==> src/rtl/sha512_pkg.sv <==
// Package for the SHA-512 hash engine: state type, constants and round functions.
// No dependencies; used by all rtl modules.
`default_nettype none
package sha512_pkg;

  typedef enum logic [2:0] {
    ST_IDLE,
    ST_ROUND,
    ST_UPDATE,
    ST_OUTPUT
  } state_e;

  // Commands from the controller to the datapath.
  typedef struct packed {
    logic       load_word;   // store input word, track fill and length
    logic       start_blk;   // copy hash into working vars, round counter 0
    logic       do_round;    // one compression round
    logic       update_hash; // add working vars into hash
    logic       out_shift;   // rotate hash for digest output
    logic       reset_hash;  // reload initial hash, clear counters
  } ctrl_t;

  // Status from the datapath back to the controller.
  typedef struct packed {
    logic       round_done;  // round 79 in progress
    logic       block_full;  // a full block is ready to compress
    logic       final_more;  // a further final block follows this one
    logic       out_done;    // last digest word being sent
  } stat_t;

  localparam logic [63:0] H_INIT [8] = '{
    64'h6a09e667f3bcc908, 64'hbb67ae8584caa73b, 64'h3c6ef372fe94f82b, 64'ha54ff53a5f1d36f1,
    64'h510e527fade682d1, 64'h9b05688c2b3e6c1f, 64'h1f83d9abfb41bd6b, 64'h5be0cd19137e2179
  };

  localparam logic [63:0] ROUND_K [80] = '{
    64'h428a2f98d728ae22, 64'h7137449123ef65cd, 64'hb5c0fbcfec4d3b2f, 64'he9b5dba58189dbbc,
    64'h3956c25bf348b538, 64'h59f111f1b605d019, 64'h923f82a4af194f9b, 64'hab1c5ed5da6d8118,
    64'hd807aa98a3030242, 64'h12835b0145706fbe, 64'h243185be4ee4b28c, 64'h550c7dc3d5ffb4e2,
    64'h72be5d74f27b896f, 64'h80deb1fe3b1696b1, 64'h9bdc06a725c71235, 64'hc19bf174cf692694,
    64'he49b69c19ef14ad2, 64'hefbe4786384f25e3, 64'h0fc19dc68b8cd5b5, 64'h240ca1cc77ac9c65,
    64'h2de92c6f592b0275, 64'h4a7484aa6ea6e483, 64'h5cb0a9dcbd41fbd4, 64'h76f988da831153b5,
    64'h983e5152ee66dfab, 64'ha831c66d2db43210, 64'hb00327c898fb213f, 64'hbf597fc7beef0ee4,
    64'hc6e00bf33da88fc2, 64'hd5a79147930aa725, 64'h06ca6351e003826f, 64'h142929670a0e6e70,
    64'h27b70a8546d22ffc, 64'h2e1b21385c26c926, 64'h4d2c6dfc5ac42aed, 64'h53380d139d95b3df,
    64'h650a73548baf63de, 64'h766a0abb3c77b2a8, 64'h81c2c92e47edaee6, 64'h92722c851482353b,
    64'ha2bfe8a14cf10364, 64'ha81a664bbc423001, 64'hc24b8b70d0f89791, 64'hc76c51a30654be30,
    64'hd192e819d6ef5218, 64'hd69906245565a910, 64'hf40e35855771202a, 64'h106aa07032bbd1b8,
    64'h19a4c116b8d2d0c8, 64'h1e376c085141ab53, 64'h2748774cdf8eeb99, 64'h34b0bcb5e19b48a8,
    64'h391c0cb3c5c95a63, 64'h4ed8aa4ae3418acb, 64'h5b9cca4f7763e373, 64'h682e6ff3d6b2b8a3,
    64'h748f82ee5defb2fc, 64'h78a5636f43172f60, 64'h84c87814a1f0ab72, 64'h8cc702081a6439ec,
    64'h90befffa23631e28, 64'ha4506cebde82bde9, 64'hbef9a3f7b2c67915, 64'hc67178f2e372532b,
    64'hca273eceea26619c, 64'hd186b8c721c0c207, 64'heada7dd6cde0eb1e, 64'hf57d4f7fee6ed178,
    64'h06f067aa72176fba, 64'h0a637dc5a2c898a6, 64'h113f9804bef90dae, 64'h1b710b35131c471b,
    64'h28db77f523047d84, 64'h32caab7b40c72493, 64'h3c9ebe0a15c9bebc, 64'h431d67c49c100d4c,
    64'h4cc5d4becb3e42b6, 64'h597f299cfc657e2a, 64'h5fcb6fab3ad6faec, 64'h6c44198c4a475817
  };

  function automatic logic [63:0] ror64(input logic [63:0] x, input int n);
    ror64 = (x >> n) | (x << (64 - n));
  endfunction

endpackage
`default_nettype wire

==> src/rtl/sha512_ctrl.sv <==
// Controller state machine of the SHA-512 hash engine.
// Depends on sha512_pkg.
`default_nettype none
module sha512_ctrl (
  input  wire logic             clk_i,
  input  wire logic             rst_ni,
  input  wire logic             in_fire_i,
  input  wire logic             in_last_i,
  input  wire logic             out_fire_i,
  input  wire sha512_pkg::stat_t stat_i,
  output sha512_pkg::ctrl_t     ctrl_o,
  output logic                  in_ready_o,
  output logic                  out_valid_o
);

  sha512_pkg::state_e state_q, state_d;
  logic final_q, final_d;

  always_ff @(posedge clk_i or negedge rst_ni) begin
    if (!rst_ni) begin
      state_q <= sha512_pkg::ST_IDLE;
      final_q <= 1'b0;
    end else begin
      state_q <= state_d;
      final_q <= final_d;
    end
  end

  always_comb begin
    state_d = state_q;
    final_d = final_q;
    case (state_q)
      sha512_pkg::ST_IDLE: begin
        if (in_fire_i && (in_last_i || stat_i.block_full)) begin
          state_d = sha512_pkg::ST_ROUND;
          final_d = in_last_i;
        end
      end
      sha512_pkg::ST_ROUND: begin
        if (stat_i.round_done) state_d = sha512_pkg::ST_UPDATE;
      end
      sha512_pkg::ST_UPDATE: begin
        if (final_q && stat_i.final_more) state_d = sha512_pkg::ST_ROUND;
        else if (final_q) state_d = sha512_pkg::ST_OUTPUT;
        else state_d = sha512_pkg::ST_IDLE;
      end
      sha512_pkg::ST_OUTPUT: begin
        if (out_fire_i && stat_i.out_done) begin
          state_d = sha512_pkg::ST_IDLE;
          final_d = 1'b0;
        end
      end
      default: state_d = sha512_pkg::ST_IDLE;
    endcase
  end

  always_comb begin
    ctrl_o      = '0;
    in_ready_o  = 1'b0;
    out_valid_o = 1'b0;
    case (state_q)
      sha512_pkg::ST_IDLE: begin
        in_ready_o       = 1'b1;
        ctrl_o.load_word = in_fire_i;
        ctrl_o.start_blk = in_fire_i && (in_last_i || stat_i.block_full);
      end
      sha512_pkg::ST_ROUND:  ctrl_o.do_round = 1'b1;
      sha512_pkg::ST_UPDATE: begin
        ctrl_o.update_hash = 1'b1;
        ctrl_o.start_blk   = final_q && stat_i.final_more;
      end
      sha512_pkg::ST_OUTPUT: begin
        out_valid_o       = 1'b1;
        ctrl_o.out_shift  = out_fire_i;
        ctrl_o.reset_hash = out_fire_i && stat_i.out_done;
      end
      default: ;
    endcase
  end

  a_no_in_busy: assert property (@(posedge clk_i) disable iff (!rst_ni)
    in_ready_o |-> !out_valid_o) else $error("input ready while emitting");
  a_round_to_update: assert property (@(posedge clk_i) disable iff (!rst_ni)
    (state_q == sha512_pkg::ST_ROUND && stat_i.round_done) |=>
    state_q == sha512_pkg::ST_UPDATE) else $error("round end missed");
  a_out_final: assert property (@(posedge clk_i) disable iff (!rst_ni)
    out_valid_o |-> final_q) else $error("output outside final block");

endmodule
`default_nettype wire

==> config.mk <==
export PLATFORM = sky130hd
export DESIGN_NAME = sha512_ctrl
export DESIGN_NICKNAME = d
export VERILOG_FILES = /design/src/rtl/sha512_pkg.sv /design/src/rtl/sha512_ctrl.sv
export SDC_FILE = /design/constraint.sdc
export NUM_CORES = 1
export LEC_CHECK = 0
export BUFFER_PORTS_ARGS = -buffer_cell sky130_fd_sc_hd__buf_2
export CORE_AREA = 2 2 39 41
export CTS_BUF_LIST = sky130_fd_sc_hd__clkbuf_8 sky130_fd_sc_hd__clkbuf_16
export CTS_CLUSTER_DIAMETER = 60
export DETAILED_ROUTE_END_ITERATION = 12
export DIE_AREA = 0 0 41 43
export GPL_TIMING_DRIVEN = 0
export HOLD_SLACK_MARGIN = 0.03
export PLACE_DENSITY_LB_ADDON = 0.08
export SYNTH_ARGS = -nofsm -noshare
export SYNTH_HDL_FRONTEND = slang
export SYNTH_SLANG_ARGS = --single-unit
==> constraint.sdc <==
create_clock -name clk_i -period 2.8 [get_ports clk_i]
set_input_delay 0.28 -clock clk_i [delete_from_list [all_inputs] [get_ports clk_i]]
set_output_delay 0.28 -clock clk_i [all_outputs]
set_load 0.01 [all_outputs]
==> impl_results.md <==
- Worst voltage drop across the vdd grid: 0.000348 V
- Run status: finished clean
- Multiplexer area fraction after synthesis: 0
- Mapped Area: 248 um^2
- Vias per Instance: 4.20
- DIE HEIGHT: 43 um
- Detailed placement HPWL: between 500 and 600 um
- DR pass1 iterations: 4
- Final cell count without fillers: 64
- Worst endpoint data arrival time: 1290 ps
- Remaining routing DRC violations: 0
- Area after detailed placement: 348 um^2
- Top cells by area, synth: sky130_fd_sc_hd__dfrtp_1 (30%), sky130_fd_sc_hd__buf_6 (9.1%), sky130_fd_sc_hd__nor2b_1 (7.6%)
- Total power after layout: 0.444 mW
- Hold violation count in the final report: 0
- Share of post-route cells with drive strength above 1: 0.500
- Top-Level Pins: 17
- Average cell area after synthesis: 9.18 um^2
- Register clock-pin slew on the reported worst setup and hold paths: 30 ps
- Setup crit start: state_q[0]
- Area share of xor/xnor cells in the synthesized design: 0
- Clock latency on the worst-skew pair: 210 ps
- Rel. slew slack: 0.828
- Via count of the first global-routing pass: 237
- Overall die width: 41 um
- Count of input and output buffers: 16
- Final Util: 0.291
- Standby leakage power: approximately 0.22 nW
- Root Buffer: sky130_fd_sc_hd__clkbuf_8
- Sum Neg Setup Slack: 0 ps
- Max-cap violation count: 0
- Die area: 1760 um^2
- Number of diodes: 0
- Clock tree from TritonCTS: done
- Most frequent standard cell in the layout excluding fill and tap cells: sky130_fd_sc_hd__buf_2
- Maximum number of pins on one net before global-route repair: 11
- Total routed wirelength: between 600 and 700 um
- Count of final setup violators: 0
- Floorplan core area: 1380 um^2
- Compound-gate portion of the synthesized area: 0.227
- Cell row count: 14
- Synthesized Nets: 36
- Critical path required time: 2520 ps
- Routability congestion estimate: 0.709
- Maximum clock frequency: 635 MHz
- Detailed Route Iter0 Violations: 6
- Final critical-path share of the clock period: 0.562
- Count of clock tree sinks: 3
- Post-Synth Adder-Cell Area: 0
- Max-slew violation count: 0
- Worst Setup Slack, final: 1230 ps
- Remaining antenna violation count after routing: 0
- Setup repair after global routing missed its margin: false
- Total placed cells including tap cells: 59
- Clock Tree Buf Depth: 2
- Fillcell total: 166
- Count of cell types in the netlist: 19
- Total non-filler cell area in the finished layout: 403 um^2
- Synthesized instance count: 27
- Synth Area in Simple Gates: 0.379
- Cell accounting for the most synthesized area: sky130_fd_sc_hd__dfrtp_1
- Number of antenna violations at the first check in global routing: 0
- H-tree levels: 1
- Commonest non-fill, non-tap cells in the layout: sky130_fd_sc_hd__buf_2 (16), sky130_fd_sc_hd__nor2b_1 (3), sky130_fd_sc_hd__clkbuf_8 (3), sky130_fd_sc_hd__dfrtp_1 (3)
- Fraction of the yosys area taken by sequential cells: 0.303
- Worst setup slack after placement: between 1000 and 1500 ps
- Min-Delay Startpoint: stat_i[1]
- Number of buffers added by the clock tree synthesis step: 3
- Worst flop-to-flop path startpoint: state_q[0]
- Type of origin of the critical path: register
- Slew at the pin with the worst max-slew slack: 256 ps
- HP Class: input pin to register
- Post-layout nets: 58
- First-pass GRT wire length: approximately 1.1 mm
- Worst clock skew: between 0.5 and 0.6 ps
- Synth Register Bits: 3
- Peak fanout along the critical path: 10
- Final-layout worst hold slack: 283 ps
- Element type at the critical path end: primary output
- Class of the most critical setup path: register to primary output
- Pwr/cell area: 1100 nW/um^2
- Main combinational cell family by area after synthesis: simple AND/OR/NAND/NOR gates
- Initial core utilization: 0.179
- Sum of overflow across all layers after global routing: 0
- Synth Warn #: 0
- Average wire per standard cell: 10.3 um
- Area added between synthesis and finish: 62.6%
- Detailed-route via count: 269
- Top-area cell type share of the netlist area: 0.303
- Global-route usage over all layers: 0.0935
- Gates resized, CTS repair: 0
- Time the worst path needs with I/O delays and setup: between 1500 and 2000 ps
cell families after synthesis:
group | after synthesis
and+or+nand+nor | 13
buffers and inverters | 2
AOI/OAI and AO/OA | 9
DFF | 3
per-layer routing:
metal	global-route usage	up-vias	routed length, um
li1	-	138	-
met1	0.119	116	271
met2	0.128	13	312
met3	0.0471	2	69
met4	0.0400	0	8
met5	0	-	0
Yosys cell counts (all sizes together):
| library cell | n |
|---|---|
| nor2b | 3 |
| nand2b | 1 |
| o31ai | 1 |
| dfrtp | 3 |
| a21boi | 1 |
| nor2 | 2 |
| buf | 2 |
| and2b | 1 |
| nand2 | 1 |
| a21o | 1 |
| and2 | 1 |
| and4 | 1 |
| a21oi | 1 |
| and3 | 1 |
| o21ai | 5 |
| and3b | 1 |
| nor3b | 1 |
path summary, 6_finish.rpt:
kind                               to  slack, ps  cells after the start
setup / recovery            ctrl_o[4]       1230                      5
hold / removal             state_q[1]        280                      2
setup reg to reg              final_q       1660                      4
hold reg to reg            state_q[0]        570                      2
max in group asynchronous     final_q       2300                      2
min in group asynchronous  state_q[1]        390                      2
sequential cells by signal, indices dropped and copies added, names as in the netlist:
signal / flops
state_q: 2
final_q: 1
report_power, final:
group,total [mW],switching (mW),internal [mW]
registers,0.0814,0.0155,0.0658
clock network,0.122,0.0282,0.0933
logic,0.241,0.123,0.118
what timing repair did:
item / in CTS / in global routing
hold buffers: 1 / 0
hold endpoints to repair: 3 / 0
setup buffers: 0 / 0
cell type report:
type,count,area [um^2],share of cell area
Multi-Input combinational cell,22,150,0.373
Timing Repair Buffer,17,90.1,0.224
Sequential cell,3,75.1,0.186
Clock buffer,3,41.3,0.102
Buffer,2,22.5,0.0559
Tap cell,16,20.0,0.0497
Clock inverter,1,3.75,0.00932
critical path, stage by stage, from the launching register on:
cell and delay [ps]:
sky130_fd_sc_hd__dfrtp_1 380, sky130_fd_sc_hd__buf_6 140, sky130_fd_sc_hd__nor3b_4 230, sky130_fd_sc_hd__o21ai_2 100, sky130_fd_sc_hd__o21ai_1 80, sky130_fd_sc_hd__buf_2 140
(Power assumes the default switching activity.)
